## config.mk

```make
export PLATFORM = sky130hd
export DESIGN_NAME = clipped_pixel_write_formatter_core
export DESIGN_NICKNAME = d
export VERILOG_FILES = /design/src/hw/rtl/pcwf_pkg.sv /design/src/hw/rtl/clipped_pixel_write_formatter_core.sv /design/src/hw/rtl/pcwf_csr.sv /design/src/hw/rtl/pcwf_format.sv
export VERILOG_INCLUDE_DIRS = /design/src /design/src/hw/rtl
export SDC_FILE = /design/constraint.sdc
export NUM_CORES = 1
export LEC_CHECK = 0
export ABC_AREA = 1
export BUFFER_PORTS_ARGS = -buffer_cell sky130_fd_sc_hd__clkbuf_2
export CAP_MARGIN = 30
export CORE_MARGIN = 4
export CORE_UTILIZATION = 45
export DETAILED_ROUTE_END_ITERATION = 8
export GPL_ROUTABILITY_DRIVEN = 0
export GPL_TIMING_DRIVEN = 0
export HOLD_SLACK_MARGIN = 0.03
export PLACE_DENSITY = 0.74
export SLEW_MARGIN = 20
export SYNTH_ARGS = -nofsm -noshare
export SYNTH_HDL_FRONTEND = slang
export SYNTH_SLANG_ARGS = --single-unit
```

## constraint.sdc

```tcl
create_clock -name clock -period 6.9 [get_ports clock]
set_input_delay 0.345 -clock clock [delete_from_list [all_inputs] [get_ports clock]]
set_output_delay 0.345 -clock clock [all_outputs]
set_load 0.03 [all_outputs]
```

## src/hw/rtl/assert_macros.svh

```systemverilog
// Assertion macros shared by the pixel write formatter RTL.
`ifndef ASSERT_MACROS_SVH
`define ASSERT_MACROS_SVH

// The consequent must hold in the same cycle as the antecedent, outside reset.
`define ASSERT_IMPLY(label, clk, rst, ante, cons) \
   label: assert property (@(posedge clk) disable iff (rst) (ante) |-> (cons)) \
      else $error("assertion failed");

// The consequent must hold in the cycle after the antecedent, outside reset.
`define ASSERT_NEXT(label, clk, rst, ante, cons) \
   label: assert property (@(posedge clk) disable iff (rst) (ante) |=> (cons)) \
      else $error("assertion failed");

// The consequent must hold in the cycle after the antecedent, also across reset.
`define ASSERT_NEXT_ALWAYS(label, clk, ante, cons) \
   label: assert property (@(posedge clk) (ante) |=> (cons)) \
      else $error("assertion failed");

`endif

```

## src/hw/rtl/pcwf_pkg.sv

```systemverilog
// Package with types, codes and color conversion functions of the pixel write formatter.
`default_nettype none
package pcwf_pkg;

   localparam int unsigned CoordWidth  = 16;
   localparam int unsigned DimWidth    = 13;
   localparam int unsigned PitchWidth  = 15;
   localparam int unsigned BppWidth    = 6;
   localparam int unsigned ColourWidth = 32;
   localparam int unsigned OffsetWidth = 26;
   localparam int unsigned CountWidth  = 3;
   localparam int unsigned CsrIdxWidth = 3;
   localparam int unsigned CsrDataWidth = PitchWidth;
   localparam int unsigned ProductWidth = DimWidth + PitchWidth;

   // Configuration register indexes.
   localparam logic [CsrIdxWidth-1:0] CSR_DISPLAY_ENABLED = 3'd0;
   localparam logic [CsrIdxWidth-1:0] CSR_SCREEN_WIDTH    = 3'd1;
   localparam logic [CsrIdxWidth-1:0] CSR_SCREEN_HEIGHT   = 3'd2;
   localparam logic [CsrIdxWidth-1:0] CSR_ROW_PITCH_BYTES = 3'd3;
   localparam logic [CsrIdxWidth-1:0] CSR_BITS_PER_PIXEL  = 3'd4;
   localparam logic [CsrIdxWidth-1:0] CSR_BACK_BUFFER_ON  = 3'd5;

   // Supported pixel depths.
   localparam logic [BppWidth-1:0] BPP_8  = 6'd8;
   localparam logic [BppWidth-1:0] BPP_16 = 6'd16;
   localparam logic [BppWidth-1:0] BPP_24 = 6'd24;
   localparam logic [BppWidth-1:0] BPP_32 = 6'd32;

   // Byte counts of a write.
   localparam logic [CountWidth-1:0] COUNT_1 = 3'd1;
   localparam logic [CountWidth-1:0] COUNT_2 = 3'd2;
   localparam logic [CountWidth-1:0] COUNT_3 = 3'd3;
   localparam logic [CountWidth-1:0] COUNT_4 = 3'd4;

   // Destination memories.
   localparam logic TARGET_FRAMEBUFFER = 1'b0;
   localparam logic TARGET_BACKBUFFER  = 1'b1;

   typedef struct packed {
      logic                  display_enabled;
      logic [DimWidth-1:0]   screen_width;
      logic [DimWidth-1:0]   screen_height;
      logic [PitchWidth-1:0] row_pitch_bytes;
      logic [BppWidth-1:0]   bits_per_pixel;
      logic                  back_buffer_on;
   } cfg_type;

   typedef struct packed {
      logic                   keep;
      logic                   target_buffer;
      logic [OffsetWidth-1:0] byte_offset;
      logic [ColourWidth-1:0] write_data;
      logic [CountWidth-1:0]  byte_count;
   } result_type;

   function automatic logic [15:0] to_rgb565(input logic [ColourWidth-1:0] c);
      to_rgb565 = {c[23:19], c[15:10], c[7:3]};
   endfunction

   // Scales one channel to 0..5: the channel times six, divided by 256.
   function automatic logic [2:0] level6(input logic [7:0] ch);
      logic [10:0] prod;
      prod   = {1'b0, ch, 2'b00} + {2'b00, ch, 1'b0};
      level6 = prod[10:8];
   endfunction

   function automatic logic [7:0] to_palette(input logic [ColourWidth-1:0] c);
      logic [2:0] ri;
      logic [2:0] gi;
      logic [2:0] bi;
      ri = level6(c[23:16]);
      gi = level6(c[15:8]);
      bi = level6(c[7:0]);
      to_palette = 8'd16 + ({5'd0, ri} * 8'd36) + ({5'd0, gi} * 8'd6) + {5'd0, bi};
   endfunction

endpackage
`default_nettype wire

```

## src/hw/rtl/clipped_pixel_write_formatter_core.sv

```systemverilog
// An accepted request passes the input register, then the result register, to its write item on the response side.
// Throughput: one item per cycle while the response side does not stall, set by the single input and result registers.
// An item that is clipped or has an unsupported depth produces no write item.
// Synchronous active-high reset clears both valid flags and all configuration registers
// to zero, so the display starts disabled and every request is dropped until set up.
`default_nettype none
`include "assert_macros.svh"
module clipped_pixel_write_formatter_core (
   input  wire logic                                  clock,
   input  wire logic                                  reset,
   input  wire logic                                  req_valid,
   output      logic                                  req_stall,
   input  wire logic signed [pcwf_pkg::CoordWidth-1:0] req_pos_x,
   input  wire logic signed [pcwf_pkg::CoordWidth-1:0] req_pos_y,
   input  wire logic [pcwf_pkg::ColourWidth-1:0]      req_pixel_colour,
   output      logic                                  rsp_valid,
   input  wire logic                                  rsp_stall,
   output      logic                                  rsp_target_buffer,
   output      logic [pcwf_pkg::OffsetWidth-1:0]      rsp_byte_offset,
   output      logic [pcwf_pkg::ColourWidth-1:0]      rsp_write_data,
   output      logic [pcwf_pkg::CountWidth-1:0]       rsp_byte_count,
   input  wire logic                                  csr_write,
   input  wire logic [pcwf_pkg::CsrIdxWidth-1:0]      csr_index,
   input  wire logic [pcwf_pkg::CsrDataWidth-1:0]     csr_data
);

   pcwf_pkg::cfg_type    cfg;
   pcwf_pkg::result_type result;

   logic                                   s1_valid_ff;
   logic                                   s1_valid_in;
   logic signed [pcwf_pkg::CoordWidth-1:0] s1_x_ff;
   logic signed [pcwf_pkg::CoordWidth-1:0] s1_y_ff;
   logic [pcwf_pkg::ColourWidth-1:0]       s1_colour_ff;
   logic                                   rsp_valid_ff;
   logic                                   rsp_valid_in;
   pcwf_pkg::result_type                   rsp_ff;
   logic                                   advance_out;
   logic                                   accept_in;

   pcwf_csr u_csr (
      .clock     (clock),
      .reset     (reset),
      .csr_write (csr_write),
      .csr_index (csr_index),
      .csr_data  (csr_data),
      .cfg       (cfg)
   );

   pcwf_format u_format (
      .cfg          (cfg),
      .pos_x        (s1_x_ff),
      .pos_y        (s1_y_ff),
      .pixel_colour (s1_colour_ff),
      .result       (result)
   );

   // The result register moves whenever it is empty or its item is being taken.
   assign advance_out  = !rsp_valid_ff || !rsp_stall;
   assign req_stall    = s1_valid_ff && !advance_out;
   assign accept_in    = req_valid && !req_stall;
   assign s1_valid_in  = req_stall ? s1_valid_ff : req_valid;
   assign rsp_valid_in = advance_out ? (s1_valid_ff && result.keep) : rsp_valid_ff;

   always_ff @(posedge clock) begin
      if (reset) begin
         s1_valid_ff  <= 1'b0;
         rsp_valid_ff <= 1'b0;
      end else begin
         s1_valid_ff  <= s1_valid_in;
         rsp_valid_ff <= rsp_valid_in;
      end
   end

   always_ff @(posedge clock) begin
      if (accept_in) begin
         s1_x_ff      <= req_pos_x;
         s1_y_ff      <= req_pos_y;
         s1_colour_ff <= req_pixel_colour;
      end
      if (advance_out) begin
         rsp_ff <= result;
      end
   end

   assign rsp_valid         = rsp_valid_ff;
   assign rsp_target_buffer = rsp_ff.target_buffer;
   assign rsp_byte_offset   = rsp_ff.byte_offset;
   assign rsp_write_data    = rsp_ff.write_data;
   assign rsp_byte_count    = rsp_ff.byte_count;

   `ASSERT_IMPLY(a_count_legal, clock, reset, rsp_valid_ff,
      (rsp_ff.byte_count == pcwf_pkg::COUNT_1) || (rsp_ff.byte_count == pcwf_pkg::COUNT_2) ||
      (rsp_ff.byte_count == pcwf_pkg::COUNT_3) || (rsp_ff.byte_count == pcwf_pkg::COUNT_4))
   `ASSERT_IMPLY(a_back_aligned, clock, reset,
      rsp_valid_ff && (rsp_ff.target_buffer == pcwf_pkg::TARGET_BACKBUFFER),
      (rsp_ff.byte_count == pcwf_pkg::COUNT_4) && (rsp_ff.byte_offset[1:0] == 2'b00))
   `ASSERT_IMPLY(a_stall_cause, clock, reset, req_stall,
      s1_valid_ff && rsp_valid_ff && rsp_stall)
   `ASSERT_NEXT(a_drop_empty, clock, reset,
      advance_out && !(s1_valid_ff && result.keep), !rsp_valid_ff)
   `ASSERT_NEXT_ALWAYS(a_reset_clears, clock, reset, !s1_valid_ff && !rsp_valid_ff)

endmodule
`default_nettype wire

```

## src/hw/rtl/pcwf_csr.sv

```systemverilog
// Configuration register file of the pixel write formatter.
`default_nettype none
module pcwf_csr (
   input  wire logic                                  clock,
   input  wire logic                                  reset,
   input  wire logic                                  csr_write,
   input  wire logic [pcwf_pkg::CsrIdxWidth-1:0]      csr_index,
   input  wire logic [pcwf_pkg::CsrDataWidth-1:0]     csr_data,
   output pcwf_pkg::cfg_type                          cfg
);

   pcwf_pkg::cfg_type cfg_ff;
   pcwf_pkg::cfg_type cfg_in;

   always_comb begin
      cfg_in = cfg_ff;
      if (csr_write) begin
         case (csr_index)
            pcwf_pkg::CSR_DISPLAY_ENABLED: cfg_in.display_enabled = csr_data[0];
            pcwf_pkg::CSR_SCREEN_WIDTH:
               cfg_in.screen_width = csr_data[pcwf_pkg::DimWidth-1:0];
            pcwf_pkg::CSR_SCREEN_HEIGHT:
               cfg_in.screen_height = csr_data[pcwf_pkg::DimWidth-1:0];
            pcwf_pkg::CSR_ROW_PITCH_BYTES:
               cfg_in.row_pitch_bytes = csr_data[pcwf_pkg::PitchWidth-1:0];
            pcwf_pkg::CSR_BITS_PER_PIXEL:
               cfg_in.bits_per_pixel = csr_data[pcwf_pkg::BppWidth-1:0];
            pcwf_pkg::CSR_BACK_BUFFER_ON: cfg_in.back_buffer_on = csr_data[0];
            default: cfg_in = cfg_ff;
         endcase
      end
   end

   always_ff @(posedge clock) begin
      if (reset) begin
         cfg_ff <= '0;
      end else begin
         cfg_ff <= cfg_in;
      end
   end

   assign cfg = cfg_ff;

endmodule
`default_nettype wire

```

## src/hw/rtl/pcwf_format.sv

```systemverilog
// Clipping, address arithmetic and color formatting of one pixel item.
`default_nettype none
module pcwf_format (
   input  pcwf_pkg::cfg_type                            cfg,
   input  wire logic signed [pcwf_pkg::CoordWidth-1:0]  pos_x,
   input  wire logic signed [pcwf_pkg::CoordWidth-1:0]  pos_y,
   input  wire logic [pcwf_pkg::ColourWidth-1:0]        pixel_colour,
   output pcwf_pkg::result_type                         result
);

   logic                                  inside_x;
   logic                                  inside_y;
   logic [pcwf_pkg::DimWidth-1:0]         x_pix;
   logic [pcwf_pkg::DimWidth-1:0]         y_pix;
   logic [pcwf_pkg::PitchWidth-1:0]       stride;
   logic [pcwf_pkg::PitchWidth-1:0]       x_term;
   logic [pcwf_pkg::ProductWidth-1:0]     row_offset;
   logic                                  depth_ok;
   logic                                  use_back;
   logic                                  target_sel;
   logic [pcwf_pkg::ColourWidth-1:0]      data_sel;
   logic [pcwf_pkg::CountWidth-1:0]       count_sel;
   logic [pcwf_pkg::OffsetWidth-1:0]      offset_sum;
   logic                                  keep;

   // A negative coordinate has its sign bit set and fails the compare as unsigned.
   assign inside_x = ({1'b0, pos_x} < {4'd0, cfg.screen_width});
   assign inside_y = ({1'b0, pos_y} < {4'd0, cfg.screen_height});
   assign x_pix    = pos_x[pcwf_pkg::DimWidth-1:0];
   assign y_pix    = pos_y[pcwf_pkg::DimWidth-1:0];
   assign use_back = cfg.back_buffer_on && (cfg.bits_per_pixel == pcwf_pkg::BPP_32);

   always_comb begin
      depth_ok   = 1'b1;
      stride     = cfg.row_pitch_bytes;
      x_term     = {2'b00, x_pix};
      target_sel = pcwf_pkg::TARGET_FRAMEBUFFER;
      data_sel   = pixel_colour;
      count_sel  = pcwf_pkg::COUNT_4;
      if (use_back) begin
         target_sel = pcwf_pkg::TARGET_BACKBUFFER;
         stride     = {cfg.screen_width, 2'b00};
         x_term     = {x_pix, 2'b00};
      end else begin
         case (cfg.bits_per_pixel)
            pcwf_pkg::BPP_32: begin
               stride = {cfg.row_pitch_bytes[pcwf_pkg::PitchWidth-1:2], 2'b00};
               x_term = {x_pix, 2'b00};
            end
            pcwf_pkg::BPP_24: begin
               x_term    = {1'b0, x_pix, 1'b0} + {2'b00, x_pix};
               data_sel  = {8'd0, pixel_colour[23:0]};
               count_sel = pcwf_pkg::COUNT_3;
            end
            pcwf_pkg::BPP_16: begin
               stride    = {cfg.row_pitch_bytes[pcwf_pkg::PitchWidth-1:1], 1'b0};
               x_term    = {1'b0, x_pix, 1'b0};
               data_sel  = {16'd0, pcwf_pkg::to_rgb565(pixel_colour)};
               count_sel = pcwf_pkg::COUNT_2;
            end
            pcwf_pkg::BPP_8: begin
               data_sel  = {24'd0, pcwf_pkg::to_palette(pixel_colour)};
               count_sel = pcwf_pkg::COUNT_1;
            end
            default: depth_ok = 1'b0;
         endcase
      end
   end

   assign row_offset = {{pcwf_pkg::PitchWidth{1'b0}}, y_pix} *
                       {{pcwf_pkg::DimWidth{1'b0}}, stride};

   assign offset_sum = row_offset[pcwf_pkg::OffsetWidth-1:0] +
      {{(pcwf_pkg::OffsetWidth - pcwf_pkg::PitchWidth){1'b0}}, x_term};

   assign keep = cfg.display_enabled && inside_x && inside_y && depth_ok;

   assign result = {keep, target_sel, offset_sum, data_sel, count_sel};

endmodule
`default_nettype wire
```

# Word level (Yosys, flattened, before mapping)
# Index checks and enable logic that the tools add are counted.
# word_totals
register_bits	177
output_inout_bits	64
# op_classes
addsub	8
mul	3
order_cmp	2
n_eq_ne	9
n_mux	10
n_reduce_logical	20
# ops
operator	n
32-bit case mux with 3 select lines	1
15-bit case mux with 3 select lines	1
10-bit by 9-bit adder with 11-bit output	3
16-bit by 13-bit < comparator with 1-bit output	2
32-bit 2-to-1 mux	1
15-bit 2-to-1 mux	2
26-bit by 15-bit adder with 26-bit output	1
13-bit by 15-bit multiplier with 26-bit output	1
14-bit by 13-bit adder with 15-bit output	1
6-bit by 5-bit == test with 1-bit output (second input constant)	2
2-bit AND reduction	6
3-bit case mux with 3 select lines	1
5-bit by 8-bit adder with 8-bit output (first input constant)	1
8-bit by 3-bit adder with 8-bit output	1
8-bit by 6-bit adder with 8-bit output	1
1-bit logical AND	7
3-bit by 2-bit == test with 1-bit output (second input constant)	2
3-bit == test (second input constant)	2
6-bit by 4-bit == test with 1-bit output (second input constant)	1
6-bit == test (second input constant)	1
3-bit by 4-bit multiplier with 6-bit output (second input constant)	1
3-bit by 2-bit multiplier with 5-bit output (second input constant)	1
1-bit zero test	4
2-bit case mux with 2 select lines	1
5 further kinds	7

# Depth between registers and ports, before layout
# logic_depth
word_depth	7
ltp_mapped	33
depth_no_buf	33

# Modules after synthesis
# From an unflattened synthesis, not the netlist that was laid out.
# hier_totals
hier_cells	1847
area_unflattened_um2	15768.9
# by_module_without_submodules
mod	n_inst	cells_each	area_per_inst_um2
pcwf_format	1	1414	9872.0
clipped_pixel_write_formatter_core	1	137	3870.0
pcwf_csr	1	296	2026.9

# Least setup slack after synthesis
# OpenSTA, ideal clock, no wires.
# synth_timing
kind	register -> register
startpoint	reg u_csr.cfg_ff, in the netlist u_csr.cfg[3]
endpoint	reg rsp_ff, in the netlist rsp_byte_offset[13], data pin
setup_ns	0.265
t_arrival_ns	5.658
path_slack_ns	0.977
path_stages_with_launch	28
path_buffers	1
period_less_slack_ns	5.923
path_cell_list	dfxtp_1 > nor2_2 > nand2_2 > nor2_8 > nand2_8 > buf_12 > o21ai_4 > nor2_1 > fa_1 > inv_1 > fa_1 > inv_1 > fa_1 > inv_1 > fa_1 > inv_1 > fa_1 > inv_1 > fa_1 > inv_1 > ha_1 > a21oi_1 > o21ai_0 > inv_1 > nand2_1 > a21oi_1 > o21ai_0 > xor2_1
# synth_rtl
element	line_no	source
start, declared	pcwf_csr.sv:12	pcwf_pkg::cfg_type cfg_ff;
start signal, assigned	pcwf_csr.sv:38	cfg_ff <= cfg_in;
end signal, assigned	clipped_pixel_write_formatter_core.sv:82	rsp_ff <= result;
end, declared	clipped_pixel_write_formatter_core.sv:37	pcwf_pkg::result_type rsp_ff;

==> reports/summary.txt <==
Synth top cells by count: 328 x inv_1, 296 x nand2_1, 223 x nor2_1
Placed cell count: 2,306
R2r worst-path depth: 28
Worst VDD drop: 0.199 mV
Post-route ant nets: 0
Netlist cell types: 53
Place WS: 298 ps
PD cells: 190 mW/mm^2
Global-route wire length before repair: 64,000 um
Final std cells w/o fill: 2,340
Data required, critical path: 7100 ps
Root Driver: clkbuf_16
Top cell type by total area after synthesis: edfxtp_1
Synth top area share: 0.245
Final Cell Area: 0.0175 sq mm
Setup crit end kind: flop
Most common cell on crit path: fa_1
Worst Hold Launch: req_pos_x[5]
Avg Cell Area, Syn: 9.06 sq um
Fin. max-slew vios: 0
Routed WL: 39,000 um
Layout Skew: 13.9 ps
Multi-input gate area: 0.00922 sq mm
Critical path type: reg -> reg
Final design utilization: 0.519
Number of buffers and inverters on the critical path: 7
CTS H-tree lvls: 4
Register area: 0.00480 sq mm
Mapped Cells: 1,707
Die H: 193 um
Worst slew pin tran: 620 ps
Synth Net Count: 2,103
Worst EP arrival: 6700 ps
Post-DP Area: 0.0168 sq mm
Worst skew pair latency: 460 ps
# fillers: 3,074
Worst rel slew slack: 0.587
Hold Path Stages: 1
#FFs+latches synth: 177
Global Route Usage Sum: 0.211
Via count: 12,100
Core Region: 0.0337 sq mm
Starting density of the core: 0.459
WL/cell: 16.7 um
Syn. warnings: 0
Worst setup SP type: flop
Top_reg_cell synth: edfxtp_1
Largest stage delay, worst path: 590 ps
Number of global-route vias before repair: 12,600
Clock Sink Count: 177
Final worst slack: 395 ps
HP Class: in -> reg
Worst r2r src: u_csr.cfg[3]
Die area: 0.0374 sq mm
Hold Fails Final Rpt: 0
Leak Pwr: 0.00874 uW
Worst hold path endpoint: s1_x_ff[5]
Tcrit/Tclk final: 0.943
Hpwl dp: 31,500 um
FF-to-FF setup slack: 400 ps
FMAX: 154 MHz
Share of cells above drive strength 1: 0.131
# DRC: 0
EDFF count, synth: 126
GRT overflow: 0
Critical path's slowest cell: fa_1
Asr flop ratio synth: 0
DRT Pass-1 Iters: 5
Area Growth Syn to Fin: 12.9%
Crit Reg-Reg Endpoint: rsp_byte_offset[25]
# rows: 67
Synth area leaders: edfxtp_1 24%, fa_1 20%, ha_1 12%
PortBufs: 149
Longest Clk Path Bufs: 2
Final min period: 6500 ps
# diodes: 0
Largest net degree at the start of global routing: 58
Share of synthesized area occupied by flip-flops and latches: 0.311
DR iter-0 viols: 1,111
CTS tree: built
Ports: 151
CTS Buf Count: 17
Status: finished, final reports clean
RSZ-0062 raised after global routing: yes
CP Max Fanout: 10
Setup violations, final: 0
Die width: 193 um
Antenna violations before repair: 0
Mapped Area: 0.0155 sq mm
Top-count cell post-synth: inv_1
Via density: 5.18
Final net count: 2,275
Reg clk slew, reported paths: 80 ps
Max Cap Violations: 0
CP delay by family, top: adder cells
-- worst register-to-register path, delay by kind of cell, from the launching register on --
family	cells	cell delay (ps)
compound gates	5	730
flops	1	340
fa+ha+maj	7	3510
simple gates	9	1020
buf+inv	7	660
-- per-layer routing --
metal | GRT usage | wire (um) | vias to the layer above | part of all wire
met2 | 0.343 | 18000 | 464 | 0.46
li1 | - | - | 5777 | -
met4 | 0.0763 | 1120 | 0 | 0.029
met3 | 0.0407 | 2850 | 95 | 0.073
met5 | 0 | 0 | - | 0
met1 | 0.283 | 17100 | 5793 | 0.44
-- cell type report --
| class | count | share of cell area |
|---|---|---|
| sequential | 177 | 0.275 |
| timing repair buffer | 153 | 0.0464 |
| clock inverter | 14 | 0.0105 |
| buffer | 30 | 0.00809 |
| clock buffer | 18 | 0.0246 |
| multi-input combinational | 1150 | 0.527 |
| inverter | 350 | 0.0762 |
| tap | 448 | 0.0321 |
-- cells in the final DEF (no fill, tap or decap), types with 5 or more instances in the layout --
master,netlist,routed
a211oi_1,45,45
a21oi_1,79,79
clkbuf_1,20,21
clkbuf_16,0,17
clkbuf_2,0,149
clkinv_8,0,5
dfxtp_1,51,51
edfxtp_1,126,126
fa_1,157,157
ha_1,152,152
inv_1,328,327
inv_2,13,13
inv_4,4,5
inv_6,0,5
nand2_1,296,295
nand2_2,8,8
nand3_1,41,41
nand4_1,10,10
nor2_1,223,221
o21ai_0,31,31
o21ai_4,10,10
o221ai_1,5,5
o22ai_1,7,7
xnor2_1,10,10
xor2_1,26,26
-- sequential cells by signal, summed over array words and instances (netlist names) --
register	flops
rsp_byte_count	3
rsp_byte_offset	26
rsp_target_buffer	1
rsp_valid	1
rsp_write_data	32
s1_colour_ff	32
s1_valid_ff	1
s1_x_ff	16
s1_y_ff	16
u_csr.cfg	49
-- power by group --
group / switching, uW / internal, uW / total (uW)
Sequential: 51.2 / 1260 / 1310
Combinational: 660 / 342 / 1000
Clock: 486 / 521 / 1010
Total: 1200 / 2120 / 3320
-- metrics by stage --
| step | total power [uW] | hold WS, ps | setup TNS [ps] |
|---|---|---|---|
| global route | 3520 | 36.0 | -21.9 |
| floorplan | 2040 | 440 | 0 |
| CTS | 3340 | 30.5 | 0 |
| finish | 3320 | 55.6 | 0 |
| global placement | 2300 | 456 | 0 |
| detailed placement | 2320 | 458 | 0 |
-- cells by family after synthesis --
family | share of synthesized area
DFF | 0.311
buffers and inverters | 0.0951
and+or+nand+nor | 0.162
AOI/OAI and AO/OA | 0.0860
adders and majority gates | 0.326
xor gates and xnor gates | 0.0204
-- timing repair --
item,4_1_cts,5_1_grt
buffers inserted,0,1
setup endpoints to repair,0,2
gates resized for setup,0,3
hold buffers,1,0
endpoints found under the hold margin,1,0
-- worst max path at each step --
| stage | slack [ps] | depth (start not counted) | endpoint | start |
|---|---|---|---|---|
| 2_1_floorplan | 980 | 27 | rsp_byte_offset[13] | u_csr.cfg[3] |
| 3_3_place_gp | 330 | 30 | rsp_byte_offset[25] | u_csr.cfg[3] |
| 3_5_place_dp | 300 | 30 | rsp_byte_offset[25] | u_csr.cfg[3] |
| 4_1_cts | 280 | 30 | rsp_byte_offset[25] | u_csr.cfg[3] |
| 5_1_grt | -20 | 28 | rsp_byte_offset[25] | u_csr.cfg[3] |
| 6_report | 400 | 28 | rsp_byte_offset[25] | u_csr.cfg[3] |
Note: power is estimated with default switching activity, not from simulation.
